`config.mk`:
```
export PLATFORM = sky130hd
export DESIGN_NAME = k_way_merge_min_heap
export DESIGN_NICKNAME = d
export VERILOG_FILES = /design/src/rtl/core/kwm_pkg.sv /design/src/rtl/core/kwm_heap_ram.sv /design/src/rtl/core/kwm_sifter.sv /design/src/rtl/core/k_way_merge_min_heap.sv
export VERILOG_INCLUDE_DIRS = /design/src /design/src/rtl/core
export SDC_FILE = /design/constraint.sdc
export NUM_CORES = 2
export LEC_CHECK = 0
export BUFFER_PORTS_ARGS = -buffer_cell sky130_fd_sc_hd__buf_4
export CORE_UTILIZATION = 50
export DETAILED_ROUTE_END_ITERATION = 10
export PLACE_DENSITY = 0.65
export REMOVE_ABC_BUFFERS = 1
export SLEW_MARGIN = 10
export SYNTH_ARGS = -nofsm -noshare
export SYNTH_HDL_FRONTEND = slang
export SYNTH_SLANG_ARGS = --single-unit
```
`constraint.sdc`:
```
create_clock -name i_clk -period 15.24 [get_ports i_clk]
set_input_delay 1.524 -clock i_clk [delete_from_list [all_inputs] [get_ports i_clk]]
set_output_delay 1.524 -clock i_clk [all_outputs]
set_load 0.03 [all_outputs]
```
`src/rtl/core/k_way_merge_min_heap_assert.svh`:
```
// Assertion macros for the k-way merge block.
// In synthesis the macros expand to nothing.
`ifndef K_WAY_MERGE_MIN_HEAP_ASSERT_SVH
`define K_WAY_MERGE_MIN_HEAP_ASSERT_SVH
`ifndef SYNTHESIS
`define KWM_ASSERT_NOW(label, clk, rst_n, prop, msg) \
    label: assert property (@(posedge clk) disable iff (!rst_n) prop) else $error(msg);
`define KWM_ASSERT_NEXT(label, clk, rst_n, ante, cons, msg) \
    label: assert property (@(posedge clk) disable iff (!rst_n) ante |=> cons) else $error(msg);
`else
`define KWM_ASSERT_NOW(label, clk, rst_n, prop, msg)
`define KWM_ASSERT_NEXT(label, clk, rst_n, ante, cons, msg)
`endif
`endif

```
`src/rtl/core/kwm_pkg.sv`:
```
`timescale 1ns / 1ps
package kwm_pkg;

    localparam int ValueW  = 16;
    localparam int SourceW = 6;
    localparam int CfgW    = 7;

    localparam logic MODE_LOAD    = 1'b0;
    localparam logic MODE_REPLACE = 1'b1;

    typedef struct packed {
        logic              mode;
        logic [ValueW-1:0] value;
        logic              exhausted;
    } t_in_word;

    typedef struct packed {
        logic [ValueW-1:0]  min_value;
        logic [SourceW-1:0] min_source;
        logic               all_exhausted;
    } t_out_word;

    typedef enum logic [2:0] {
        S_IDLE,
        S_BUILD_RD,
        S_BUILD_CUR,
        S_SIFT_RD,
        S_SIFT_CMP,
        S_EMIT
    } t_state;

endpackage

```
`src/rtl/core/kwm_heap_ram.sv`:
```
`timescale 1ns / 1ps
module kwm_heap_ram #(
    parameter int DEPTH = 64,
    parameter int WIDTH = 23
) (
    input  logic                     i_clk,
    input  logic                     i_we,
    input  logic [$clog2(DEPTH)-1:0] i_waddr,
    input  logic [WIDTH-1:0]         i_wdata,
    input  logic [$clog2(DEPTH)-1:0] i_raddr_a,
    input  logic [$clog2(DEPTH)-1:0] i_raddr_b,
    output logic [WIDTH-1:0]         o_rdata_a,
    output logic [WIDTH-1:0]         o_rdata_b
);

    logic [WIDTH-1:0] mem [DEPTH];

    always_ff @(posedge i_clk) begin
        if (i_we) begin
            mem[i_waddr] <= i_wdata;
        end
    end

    always_ff @(posedge i_clk) begin
        o_rdata_a <= mem[i_raddr_a];
        o_rdata_b <= mem[i_raddr_b];
    end

endmodule

```
`src/rtl/core/kwm_sifter.sv`:
```
`timescale 1ns / 1ps
module kwm_sifter #(
    parameter int MAX_LISTS  = 64,
    parameter int VALUE_BITS = 16
) (
    input  logic                                     i_clk,
    input  logic                                     i_rst_n,
    input  logic [$clog2(MAX_LISTS+1)-1:0]           i_heap_n,
    input  logic                                     i_in_acc,
    input  kwm_pkg::t_in_word                        i_in,
    output logic                                     o_busy,
    output logic                                     o_res_valid,
    output kwm_pkg::t_out_word                       o_res,
    input  logic                                     i_res_free,
    output logic                                     o_we,
    output logic [$clog2(MAX_LISTS)-1:0]             o_waddr,
    output logic [$clog2(MAX_LISTS)+VALUE_BITS:0]    o_wdata,
    output logic [$clog2(MAX_LISTS)-1:0]             o_raddr_a,
    output logic [$clog2(MAX_LISTS)-1:0]             o_raddr_b,
    input  logic [$clog2(MAX_LISTS)+VALUE_BITS:0]    i_rdata_a,
    input  logic [$clog2(MAX_LISTS)+VALUE_BITS:0]    i_rdata_b
);
    import kwm_pkg::*;

    localparam int IdxBits = $clog2(MAX_LISTS);
    localparam int CntBits = $clog2(MAX_LISTS + 1);
    localparam int ChBits  = IdxBits + 2;

    typedef struct packed {
        logic                  done;
        logic [IdxBits-1:0]    src;
        logic [VALUE_BITS-1:0] val;
    } t_entry;

    // An exhausted entry never ranks below anything; a live one ranks below
    // any exhausted entry.
    function automatic logic ranks_below(input t_entry x, input t_entry y);
        return !x.done && (y.done || (x.val < y.val));
    endfunction

    t_state r_state, n_state;
    logic [CntBits-1:0] r_loaded, n_loaded;
    logic               r_merging, n_merging;
    logic               r_building, n_building;
    logic [IdxBits-1:0] r_bi, n_bi;
    logic [IdxBits-1:0] r_pos, n_pos;
    t_entry             r_cur, n_cur;
    t_entry             r_root;

    t_entry rd_a, rd_b, wr_ent, best;
    logic [VALUE_BITS+ValueW-1:0] in_wide;
    logic [VALUE_BITS-1:0]        in_val;
    logic [CntBits-1:0]           load_base, load_idx, load_next, half_n;
    logic                         load_last;
    logic [ChBits-1:0]            left, right, n_ext;
    logic                         l_ok, r_ok, moved;
    logic [ChBits-1:0]            best_idx;
    logic [VALUE_BITS+ValueW-1:0] root_wide;
    logic [IdxBits+SourceW-1:0]   src_wide;

    assign rd_a = t_entry'(i_rdata_a);
    assign rd_b = t_entry'(i_rdata_b);

    assign in_wide = {{VALUE_BITS{1'b0}}, i_in.value};
    assign in_val  = i_in.exhausted ? '0 : in_wide[VALUE_BITS-1:0];

    // A load after a finished build starts a new merge at list 0. A load past
    // a shrunken heap lands on the last entry.
    assign load_base = r_merging ? '0 : r_loaded;
    assign load_idx  = (load_base >= i_heap_n) ? i_heap_n - 1'b1 : load_base;
    assign load_next = load_idx + 1'b1;
    assign load_last = (load_next >= i_heap_n);
    assign half_n    = i_heap_n >> 1;

    assign left  = {1'b0, r_pos, 1'b1};
    assign right = left + 1'b1;
    assign n_ext = ChBits'(i_heap_n);
    assign l_ok  = left < n_ext;
    assign r_ok  = right < n_ext;

    always_comb begin
        best     = r_cur;
        best_idx = '0;
        moved    = 1'b0;
        if (l_ok && ranks_below(rd_a, r_cur)) begin
            best     = rd_a;
            best_idx = left;
            moved    = 1'b1;
        end
        if (r_ok && ranks_below(rd_b, best)) begin
            best     = rd_b;
            best_idx = right;
            moved    = 1'b1;
        end
    end

    always_comb begin
        n_state = r_state;
        unique case (r_state)
            S_IDLE: begin
                if (i_in_acc) begin
                    unique case (i_in.mode)
                        MODE_LOAD: begin
                            if (load_last) begin
                                n_state = (half_n == '0) ? S_EMIT : S_BUILD_RD;
                            end
                        end
                        MODE_REPLACE: begin
                            if (r_merging) begin
                                n_state = S_SIFT_RD;
                            end
                        end
                    endcase
                end
            end
            S_BUILD_RD:  n_state = S_BUILD_CUR;
            S_BUILD_CUR: n_state = S_SIFT_RD;
            S_SIFT_RD:   n_state = S_SIFT_CMP;
            S_SIFT_CMP: begin
                if (moved) begin
                    n_state = S_SIFT_RD;
                end else if (r_building && (r_bi != '0)) begin
                    n_state = S_BUILD_RD;
                end else begin
                    n_state = S_EMIT;
                end
            end
            S_EMIT: begin
                if (i_res_free) begin
                    n_state = S_IDLE;
                end
            end
            default: n_state = S_IDLE;
        endcase
    end

    always_comb begin
        n_loaded   = r_loaded;
        n_merging  = r_merging;
        n_building = r_building;
        n_bi       = r_bi;
        n_pos      = r_pos;
        n_cur      = r_cur;
        o_we       = 1'b0;
        o_waddr    = r_pos;
        wr_ent     = r_cur;
        o_raddr_a  = left[IdxBits-1:0];
        o_raddr_b  = right[IdxBits-1:0];
        unique case (r_state)
            S_IDLE: begin
                if (i_in_acc) begin
                    unique case (i_in.mode)
                        MODE_LOAD: begin
                            o_we       = 1'b1;
                            o_waddr    = load_idx[IdxBits-1:0];
                            wr_ent     = '{done: i_in.exhausted,
                                           src:  load_idx[IdxBits-1:0],
                                           val:  in_val};
                            n_loaded   = load_next;
                            n_merging  = load_last;
                            n_building = load_last && (half_n != '0);
                            n_bi       = IdxBits'(half_n - 1'b1);
                        end
                        MODE_REPLACE: begin
                            n_cur      = '{done: i_in.exhausted, src: r_root.src,
                                           val: in_val};
                            n_pos      = '0;
                            n_building = 1'b0;
                        end
                    endcase
                end
            end
            S_BUILD_RD: begin
                o_raddr_a = r_bi;
            end
            S_BUILD_CUR: begin
                n_cur = rd_a;
                n_pos = r_bi;
            end
            S_SIFT_RD: begin
            end
            S_SIFT_CMP: begin
                o_we   = 1'b1;
                wr_ent = best;
                if (moved) begin
                    n_pos = best_idx[IdxBits-1:0];
                end else if (r_building && (r_bi != '0)) begin
                    n_bi = r_bi - 1'b1;
                end else begin
                    n_building = 1'b0;
                end
            end
            S_EMIT: begin
            end
            default: begin
            end
        endcase
    end

    assign o_wdata = wr_ent;

    always_ff @(posedge i_clk) begin
        if (!i_rst_n) begin
            r_state    <= S_IDLE;
            r_loaded   <= '0;
            r_merging  <= 1'b0;
            r_building <= 1'b0;
        end else begin
            r_state    <= n_state;
            r_loaded   <= n_loaded;
            r_merging  <= n_merging;
            r_building <= n_building;
        end
    end

    // The root copy follows every write to entry 0, so it always mirrors the
    // top of the heap.
    always_ff @(posedge i_clk) begin
        r_bi  <= n_bi;
        r_pos <= n_pos;
        r_cur <= n_cur;
        if (o_we && (o_waddr == '0)) begin
            r_root <= wr_ent;
        end
    end

    assign root_wide = {{ValueW{1'b0}}, r_root.val};
    assign src_wide  = {{SourceW{1'b0}}, r_root.src};

    assign o_busy      = (r_state != S_IDLE);
    assign o_res_valid = (r_state == S_EMIT);

    always_comb begin
        if (r_root.done) begin
            o_res = '{min_value: '0, min_source: '0, all_exhausted: 1'b1};
        end else begin
            o_res = '{min_value:     root_wide[ValueW-1:0],
                      min_source:    src_wide[SourceW-1:0],
                      all_exhausted: 1'b0};
        end
    end

endmodule

```
`src/rtl/core/k_way_merge_min_heap.sv`:
```
`timescale 1ns / 1ps
`include "k_way_merge_min_heap_assert.svh"
// K-way merge through a binary min-heap of list heads kept in a two-read,
// one-write memory. Load words store one head per list in order; after the
// head of list num_lists-1 the heap is built bottom-up and the smallest head
// is returned with its list index. Each replace word then puts the next
// value (or an exhausted mark) of that list at the root, sifts it down and
// returns the new minimum. A load that is not the last returns nothing. A
// replace sifts the new root down L levels, at most floor(log2(num_lists)):
// every level first reads both children from the memory and then compares
// and writes back. The build after the last load runs one such sift for each
// of the num_lists/2 inner nodes, each after first fetching the node.
// A new word is taken while the previous result still waits in the output
// register. num_lists must be written only while the block is idle; the
// block itself does not enforce this. 0 acts as 1 and values above
// MAX_LISTS act as MAX_LISTS.
module k_way_merge_min_heap #(
    parameter int MAX_LISTS  = 64,
    parameter int VALUE_BITS = 16
) (
    input  logic                         i_clk,
    input  logic                         i_rst_n,
    input  logic                         i_cfg_we,
    input  logic [kwm_pkg::CfgW-1:0]     i_cfg_data,
    input  logic                         i_in_valid,
    output logic                         o_in_stall,
    input  kwm_pkg::t_in_word            i_in,
    output logic                         o_out_valid,
    input  logic                         i_out_stall,
    output kwm_pkg::t_out_word           o_out
);
    import kwm_pkg::*;

    localparam int IdxBits = $clog2(MAX_LISTS);
    localparam int CntBits = $clog2(MAX_LISTS + 1);
    localparam int EntBits = 1 + IdxBits + VALUE_BITS;

    logic [CfgW-1:0]    r_num_lists;
    logic [31:0]        cfg_ext;
    logic [CntBits-1:0] heap_n;

    logic      r_out_valid;
    t_out_word r_out;

    logic               busy, in_acc, out_free;
    logic               w_res_valid;
    t_out_word          w_res;
    logic               mem_we;
    logic [IdxBits-1:0] mem_waddr, mem_raddr_a, mem_raddr_b;
    logic [EntBits-1:0] mem_wdata, mem_rdata_a, mem_rdata_b;

    // The one configuration register: the number of lists, i.e. heap size.
    always_ff @(posedge i_clk) begin
        if (!i_rst_n) begin
            r_num_lists <= CfgW'(1);
        end else if (i_cfg_we) begin
            r_num_lists <= i_cfg_data;
        end
    end

    // Clamp the written count into 1..MAX_LISTS.
    always_comb begin
        cfg_ext = 32'(r_num_lists);
        if (cfg_ext == 32'd0) begin
            heap_n = CntBits'(1);
        end else if (cfg_ext > 32'(MAX_LISTS)) begin
            heap_n = CntBits'(MAX_LISTS);
        end else begin
            heap_n = CntBits'(cfg_ext);
        end
    end

    // Input words are taken only while the heap logic is idle.
    assign o_in_stall = busy;
    assign in_acc     = i_in_valid && !busy;

    kwm_heap_ram #(
        .DEPTH(MAX_LISTS),
        .WIDTH(EntBits)
    ) u_ram (
        .i_clk     (i_clk),
        .i_we      (mem_we),
        .i_waddr   (mem_waddr),
        .i_wdata   (mem_wdata),
        .i_raddr_a (mem_raddr_a),
        .i_raddr_b (mem_raddr_b),
        .o_rdata_a (mem_rdata_a),
        .o_rdata_b (mem_rdata_b)
    );

    kwm_sifter #(
        .MAX_LISTS (MAX_LISTS),
        .VALUE_BITS(VALUE_BITS)
    ) u_sifter (
        .i_clk      (i_clk),
        .i_rst_n    (i_rst_n),
        .i_heap_n   (heap_n),
        .i_in_acc   (in_acc),
        .i_in       (i_in),
        .o_busy     (busy),
        .o_res_valid(w_res_valid),
        .o_res      (w_res),
        .i_res_free (out_free),
        .o_we       (mem_we),
        .o_waddr    (mem_waddr),
        .o_wdata    (mem_wdata),
        .o_raddr_a  (mem_raddr_a),
        .o_raddr_b  (mem_raddr_b),
        .i_rdata_a  (mem_rdata_a),
        .i_rdata_b  (mem_rdata_b)
    );

    // Output register. It frees up in the same cycle its word is taken, so
    // a finished result moves in without a bubble.
    assign out_free = !r_out_valid || !i_out_stall;

    always_ff @(posedge i_clk) begin
        if (!i_rst_n) begin
            r_out_valid <= 1'b0;
        end else if (w_res_valid && out_free) begin
            r_out_valid <= 1'b1;
        end else if (!i_out_stall) begin
            r_out_valid <= 1'b0;
        end
    end

    always_ff @(posedge i_clk) begin
        if (w_res_valid && out_free) begin
            r_out <= w_res;
        end
    end

    assign o_out_valid = r_out_valid;
    assign o_out       = r_out;

    // A result that cannot move into the output register must wait unchanged.
    `KWM_ASSERT_NEXT(a_res_held, i_clk, i_rst_n, w_res_valid && !out_free, w_res_valid && $stable(w_res), "pending result was lost or changed")
    // The output register only fills from a result offered by the heap logic.
    `KWM_ASSERT_NOW(a_out_from_res, i_clk, i_rst_n, $rose(r_out_valid) |-> $past(w_res_valid), "output word appeared without a result")
    // A finished merge reports zero value and zero source.
    `KWM_ASSERT_NOW(a_done_zero, i_clk, i_rst_n, (o_out_valid && o_out.all_exhausted) |-> (o_out.min_value == '0 && o_out.min_source == '0), "finished merge carries a nonzero value or source")

endmodule
```
; ---- Word-level counts from Yosys, hierarchy flattened
; Memory sizes are Yosys's and may differ from the RTL's. A register that Yosys moved wholly into a read port is not among the register bits.
; Index checks and enable logic that the tools add are counted.
[word_totals]
elab_cells = 132
reg_bits = 101
ramBits = 1472
mem_count = 1
input_bits = 30
output_inout_bits = 25
[mem_list]
columns = name, words, width, rd, rd_clocked_by_memory_dff, wr, line_no
row1 = u_ram.mem, 64, 23, 2, 2, 1, kwm_heap_ram.sv:16  ; logic [WIDTH-1:0] mem [DEPTH];
[op_classes]
magnitude_cmp = 7
mux = 52
eq_ne = 16
bitwise = 1
n_reduce_logical = 33
addsub = 5
[op_table]
columns = cell, n
row1 = $mux W23, 6
row2 = $pmux W23 S2, 2
row3 = $mux W6, 13
row4 = $lt A16 B16 Y1, 2
row5 = $mux W7, 4
row6 = $mux W3, 7
row7 = $pmux W3 S6, 1
row8 = $pmux W6 S3, 1
row9 = $mux W16, 1
row10 = $ge A7 B7 Y1, 2
row11 = $logic_not A7 Y1, 2
row12 = $mux W1, 12
row13 = $ne A2 B2 Y1 const B, 6
row14 = $pmux W6 S2, 1
row15 = $reduce_and A4 Y1, 3
row16 = $sub A6 B1 Y6 const B, 2
row17 = $logic_and A1 B1 Y1, 9
row18 = $add A7 B1 Y8 const B, 1
row19 = $lt A8 B7 Y1, 1
row20 = $add A7 B1 Y7 const B, 1
row21 = $gt A7 B7 Y1 const B, 1
row22 = $lt A7 B7 Y1, 1
row23 = $reduce_bool A7 Y1, 1
row24 = $sub A7 B1 Y7 const B, 1
row25 = 17 further kinds, 33

; ---- Longest topological paths before layout
[logic_depth]
depth_word = 13
depth_mapped = 23
depth_no_buf = 19

; ---- By module
; A second synthesis with hierarchy kept.
[unflattened]
hier_cells = 4540
hier_area_um2 = 77340.4
[by_module_without_submodules]
columns = mod, seq_area_each_um2, instances, area_each_um2, cells_per_inst
row1 = kwm_heap_ram, 45123.3, 1, 70169.8, 3777
row2 = kwm_sifter, 1981.9, 1, 6112.1, 703
row3 = k_way_merge_min_heap, 850.8, 1, 1058.5, 60

; ---- Worst setup path after synthesis
; OpenSTA, ideal clock, no wires.
[synth_timing]
path_type = register to register
startpoint = register r_num_lists[6]
endpoint = memory u_ram.mem[0][12], data pin
period_less_slack_ps = 7807
path_stages_with_launch = 22
arrival_time_ps = 7080
t_required_ps = 14513
n_path_buf = 5
setup_ps = 727
path_slack_ps = 7433
path_cell_list = dfxtp_1 > clkbuf_1 > inv_1 > nand2_1 > ha_1 > or4_1 > o21ai_0 > o21a_1 > buf_4 > buf_2 > mux2i_1 > ha_1 > a21oi_1 > nand2_1 > a221o_1 > a221oi_1 > o21ai_1 > a31o_1 > buf_6 > buf_6 > and2_0 > o31ai_1
[synth_via]
elab_chain_cells = 12
word_cells_on_any_way = 14
classes_between = order compare (4) / mux (5) / reduce/logical (5)
[synth_lines]
columns = item, line_no
row1 = start: declaration, k_way_merge_min_heap.sv:38  ; logic [CfgW-1:0] r_num_lists;
row2 = start signal: assignment, k_way_merge_min_heap.sv:55  ; r_num_lists <= CfgW'(1);
row3 = start signal: assignment, k_way_merge_min_heap.sv:57  ; r_num_lists <= i_cfg_data;
row4 = $gt A7 B7 Y1, k_way_merge_min_heap.sv:66  ; end else if (cfg_ext > 32'(MAX_LISTS)) begin
row5 = $mux W7, k_way_merge_min_heap.sv:66
row6 = $mux W7 *, k_way_merge_min_heap.sv:64  ; if (cfg_ext == 32'd0) begin
row7 = $lt A7 B7 Y1, kwm_sifter.sv:78  ; assign l_ok = left < n_ext;
row8 = $logic_and A1 B1 Y1, kwm_sifter.sv:85  ; if (l_ok && ranks_below(rd_a, r_cur)) begin
row9 = $mux W23, kwm_sifter.sv:85
row10 = $lt A16 B16 Y1, kwm_sifter.sv:38  ; return !x.done && (y.done || (x.val < y.val));
row11 = $logic_or A1 B1 Y1, kwm_sifter.sv:38
row12 = $logic_and A1 B1 Y1, kwm_sifter.sv:38
row13 = $logic_and A1 B1 Y1, kwm_sifter.sv:90  ; if (r_ok && ranks_below(rd_b, best)) begin
row14 = $mux W23 *, kwm_sifter.sv:90
row15 = $pmux W23 S2 *, kwm_sifter.sv:149  ; unique case (r_state)
row16 = net mem_wdata[12], k_way_merge_min_heap.sv:50  ; logic [EntBits-1:0] mem_wdata, mem_rdata_a, mem_rdata_b;
row17 = end: declaration, kwm_heap_ram.sv:16
; The timed path passes the listed nets; every way through them passes the cells marked *.

; ---- Final worst setup path
[layout_timing]
startpoint = register r_num_lists[6]
endpoint = memory u_ram.mem[2][21], data pin
[layout_via]
elab_chain_cells = 12
word_cells_on_any_way = 19
classes_between = add/sub (1) / order compare (5) / mux (8) / reduce/logical (5)
[layout_lines]
columns = item, line_no
row1 = $gt A7 B7 Y1, k_way_merge_min_heap.sv:66
row2 = $mux W7, k_way_merge_min_heap.sv:66
row3 = $mux W7 *, k_way_merge_min_heap.sv:64
row4 = $lt A7 B7 Y1, kwm_sifter.sv:78
row5 = $logic_and A1 B1 Y1, kwm_sifter.sv:85
row6 = $mux W23, kwm_sifter.sv:85
row7 = $lt A16 B16 Y1, kwm_sifter.sv:38
row8 = $logic_or A1 B1 Y1, kwm_sifter.sv:38
row9 = $logic_and A1 B1 Y1, kwm_sifter.sv:38
row10 = $logic_and A1 B1 Y1, kwm_sifter.sv:90
row11 = $mux W23, kwm_sifter.sv:90
row12 = $pmux W23 S2 *, kwm_sifter.sv:149
row13 = net mem_wdata[21], k_way_merge_min_heap.sv:50
; Marks and branches as above.

==> impl_metrics.csv <==
group,metric,value,unit
worst_setup_path,path_cells,"inv_1 > nand2_1 > ha_1 > or4_1 > o21ai_0 > o21a_2 > buf_4 > mux2i_1 > ha_1 > and4_1 > a221o_1 > a221oi_1 > o21ai_1 > a31o_2 > buf_4 > mux2i_1 > o21ai_4 > buf_4",
floorplan,die_h,378,um
cts,cts-resized-gates,0,
worst_setup_path,cp_max_fo,41,
power,p_seq_frac,0.356,
sta,slew_violations,0,
worst_setup_path,crit_path_end_kind,"flop",
place,place_area,74300,um2
global_routing,grt_first_pass_wirelength,319000,um
worst_setup_path,crit_type,"reg2reg",
place,dp.cells,6784,
cts,cts.sinks,1619,
synth,synth_warnings,0,
power,intPower,9.98,mW
floorplan,fp.dieArea,143000,um2
min_path,min_to,"u_sifter.r_loaded[1]",
detailed_routing,drcViolationCount,0,
cts,clk_pin_slew,0.06,ns
sta,worstMarginPinSlew,1.32,ns
synth,syn_area,70800,um2
cts,cts_setup_buffers,0,
power,switchingPower,6.43,mW
power,peakVddDrop,0.000180,V
final_layout,areaGrowthSynthToFinish,12.1,%
worst_setup_path,reg2reg_from,"r_num_lists[6]",
global_routing,grt_pass1_vias,44442,
min_path,hold_class,"reg2reg",
synth,postSynthAreaPerCell,14.0,um2
detailed_routing,wl,225000,um
synth,synthFlopType,"edfxtp_1",
worst_setup_path,r2r_slack,7.82,ns
synth,async_reset_ff_frac,0,
cts,clock_tree.root_cell,"clkbuf_16",
flow_run,cap_violations,0,
sta,period_share,0.487,
detailed_routing,num_vias,46815,
cts,cts_tree,"yes",
power,power_frac_clock,0.236,
synth,ys_types,71,
detailed_routing,post_drt_wl_per_cell,31.8,um
synth,synth-seq-cells,1619,
power,cellPowerDensity,206,nW/um2
power,swShare,0.392,
floorplan,num_rows,137,
cts,cts.hold.buffers_added,0,
final_layout,drive_gt1_frac,0.159,
final_layout,final_area,79400,um2
detailed_routing,ant_nets,0,
sta,period_needed,7.42,ns
min_path,min-delay-start,"u_sifter.r_loaded[1]",
outcome,outcome,"complete, no violations",
worst_setup_path,ff2ff_path_depth,18,
worst_setup_path,cp_common_cell,"buf_4",
cts,cts_max_level,4,
final_layout,multi_input_area,22300,um2
detailed_routing,drt-initial-drc-count,6782,
sta,fin_setup_tns,0,ns
floorplan,fp.dieW,378,um
worst_setup_path,crit_required,15.84,ns
synth,synthCells,5048,
final_layout,fin_util,0.567,
place,place_hpwl,121000,um
sta,fmax,0.135,GHz
global_routing,antenna_found_initial,3,
final_layout,stdcell_count,7089,
worst_setup_path,slowest_delay,1.02,ns
worst_setup_path,crit_buf_inv,4,
final_layout,nFillCells,10952,
worst_setup_path,arrival,8.02,ns
floorplan,core,140000,um2
global_routing,grt_overflow,0,
cts,clock_latency,0.83,ns
synth,synth_edf_count,1553,
floorplan,start_util,0.506,
sta,skew,0.0254,ns
sta,rsz0062_at_grt,"no",
worst_setup_path,slowest_stage,"o21ai_0",
worst_setup_path,r2r_end,"u_ram.mem[2][21]",
synth,ys_seq_area_frac,0.677,
place,dpl_worst_slack,8.00,ns
power,leakage,26.5,nW
worst_setup_path,crit_family,"compound AO/OA/AOI/OAI gates",
global_routing,grt_max_degree,133,
detailed_routing,drt_first_pass_iters,7,
detailed_routing,vias_per_cell,6.60,
cts,cts_buffers,166,
place,port_buffers,54,
sta,finalSetupViolCount,0,
worst_setup_path,cp-start-kind,"flop",
cts,clockBufferDepth,3,
final_layout,nets,5167,
min_path,whs_path_depth,2,
floorplan,io_pins,55,
place,place.gp.congestion,0.934,
sta,hold_violations,0,
sta,final.setup.worst_slack,7.82,ns
power,p_comb_frac,0.408,
sta,slew-limit-headroom,0.112,
final_layout,ff_latch_area,48000,um2
global_routing,gr-usage-all-layers,0.316,
## worst max-delay path by stage
stage,startpoint,to,slack (ns),cells after the start
floorplan,u_sifter.r_pos[0],u_ram.o_rdata_a[17],-27.86,6
global placement,r_num_lists[6],u_ram.mem[1][21],8.16,18
detailed placement,r_num_lists[6],u_ram.mem[1][21],8.00,18
CTS,r_num_lists[6],u_ram.mem[2][21],7.98,18
global route,r_num_lists[6],u_ram.mem[49][17],7.55,18
finish,r_num_lists[6],u_ram.mem[2][21],7.82,18
## per-stage QoR
step                      total power, mW  hold WS, ns
after floorplan                      11.4        0.444
after global placement               12.4        0.453
after detailed placement             12.5        0.467
after CTS                            16.3        0.473
after global routing                 16.9        0.516
final                                16.4        0.472
## layout make-up
type,count,share of cell area
Multi-Input combinational cell,3049,0.280
Sequential cell,1619,0.604
Inverter,36,0.00173
Timing Repair Buffer,205,0.0207
Antenna cell,2,0.0000630
Tap cell,1876,0.0295
Clock buffer,221,0.0562
Clock inverter,81,0.00759
## logic make-up after synthesis
logic type / Yosys count / synth area share
mux: 448 / 0.113
fa+ha+maj: 60 / 0.0106
xor+xnor: 15 / 0.00185
compound gates: 514 / 0.0529
buf+inv: 380 / 0.0219
simple gates: 2012 / 0.123
flops: 1619 / 0.677
## registers in the layout, indices dropped and copies added, names as in the netlist
name / count
u_ram.mem: 1472
u_sifter.r_root: 23
o_out: 23
u_sifter.r_cur: 23
o_out_valid: 1
u_sifter.r_merging: 1
u_ram.o_rdata_a: 23
u_sifter.r_pos: 6
u_sifter.r_state: 3
u_sifter.r_bi: 6
u_sifter.r_building: 1
u_ram.o_rdata_b: 23
r_num_lists: 7
u_sifter.r_loaded: 7
## metal layers
metal	GRT usage	vias to the layer above	part of all wire
met1	0.429	23712	0.37
met5	0	-	0.000075
li1	-	19430	-
met4	0.164	4	0.057
met2	0.485	3124	0.46
met3	0.0648	545	0.11
## cell usage after synthesis (26+ instances only)
cell type | n | share of area
nor2b_1 | 57 | 0.0050
inv_1 | 35 | 0.0019
mux4_2 | 278 | 0.088
ha_1 | 60 | 0.011
edfxtp_1 | 1553 | 0.66
a31oi_1 | 106 | 0.0094
a32oi_1 | 114 | 0.014
nor2_1 | 98 | 0.0052
a21oi_1 | 57 | 0.0040
nand3_1 | 422 | 0.030
mux2i_1 | 152 | 0.021
dfxtp_1 | 66 | 0.019
a311oi_1 | 47 | 0.0058
o21ai_0 | 53 | 0.0037
buf_2 | 70 | 0.0049
nor3_1 | 30 | 0.0021
nand2_1 | 1242 | 0.066
and2_1 | 29 | 0.0026
clkbuf_1 | 210 | 0.011
buf_1 | 57 | 0.0030
a211oi_1 | 26 | 0.0028
nand4_1 | 74 | 0.0065
## worst reg2reg max path: cells and delay by family, from the launching register on
kind            cells  cell delay (ns)
buf+inv             4             1.47
fa+ha+maj           2             0.52
compound gates      7             3.26
mux                 2             0.53
flops               1             0.43
simple gates        3             0.96
## power by group through the flow
stage | clock, mW | combinational, mW | sequential [mW]
3_5_place_dp | 0 | 6.56 | 5.92
4_1_cts | 3.90 | 6.59 | 5.83
5_1_grt | 4.06 | 7.02 | 5.86
6_report | 3.87 | 6.70 | 5.84
3_3_place_gp | 0 | 6.50 | 5.92
2_1_floorplan | 0 | 5.35 | 6.03
## placed cells by master (no fill, tap or decap), drive strengths merged, types with 26 or more instances in the layout
master,count
mux2i,153
edfxtp,1553
nand4,74
clkbuf,221
a311oi,47
buf,205
a32oi,114
dfxtp,66
nand2,1242
a211oi,26
ha,60
nor2b,57
and2,42
a31oi,106
clkinv,66
nand3,422
nor3,30
inv,41
a21oi,57
o21ai,57
nor2,98
mux4,278
Power figures use the tool's default switching activity.
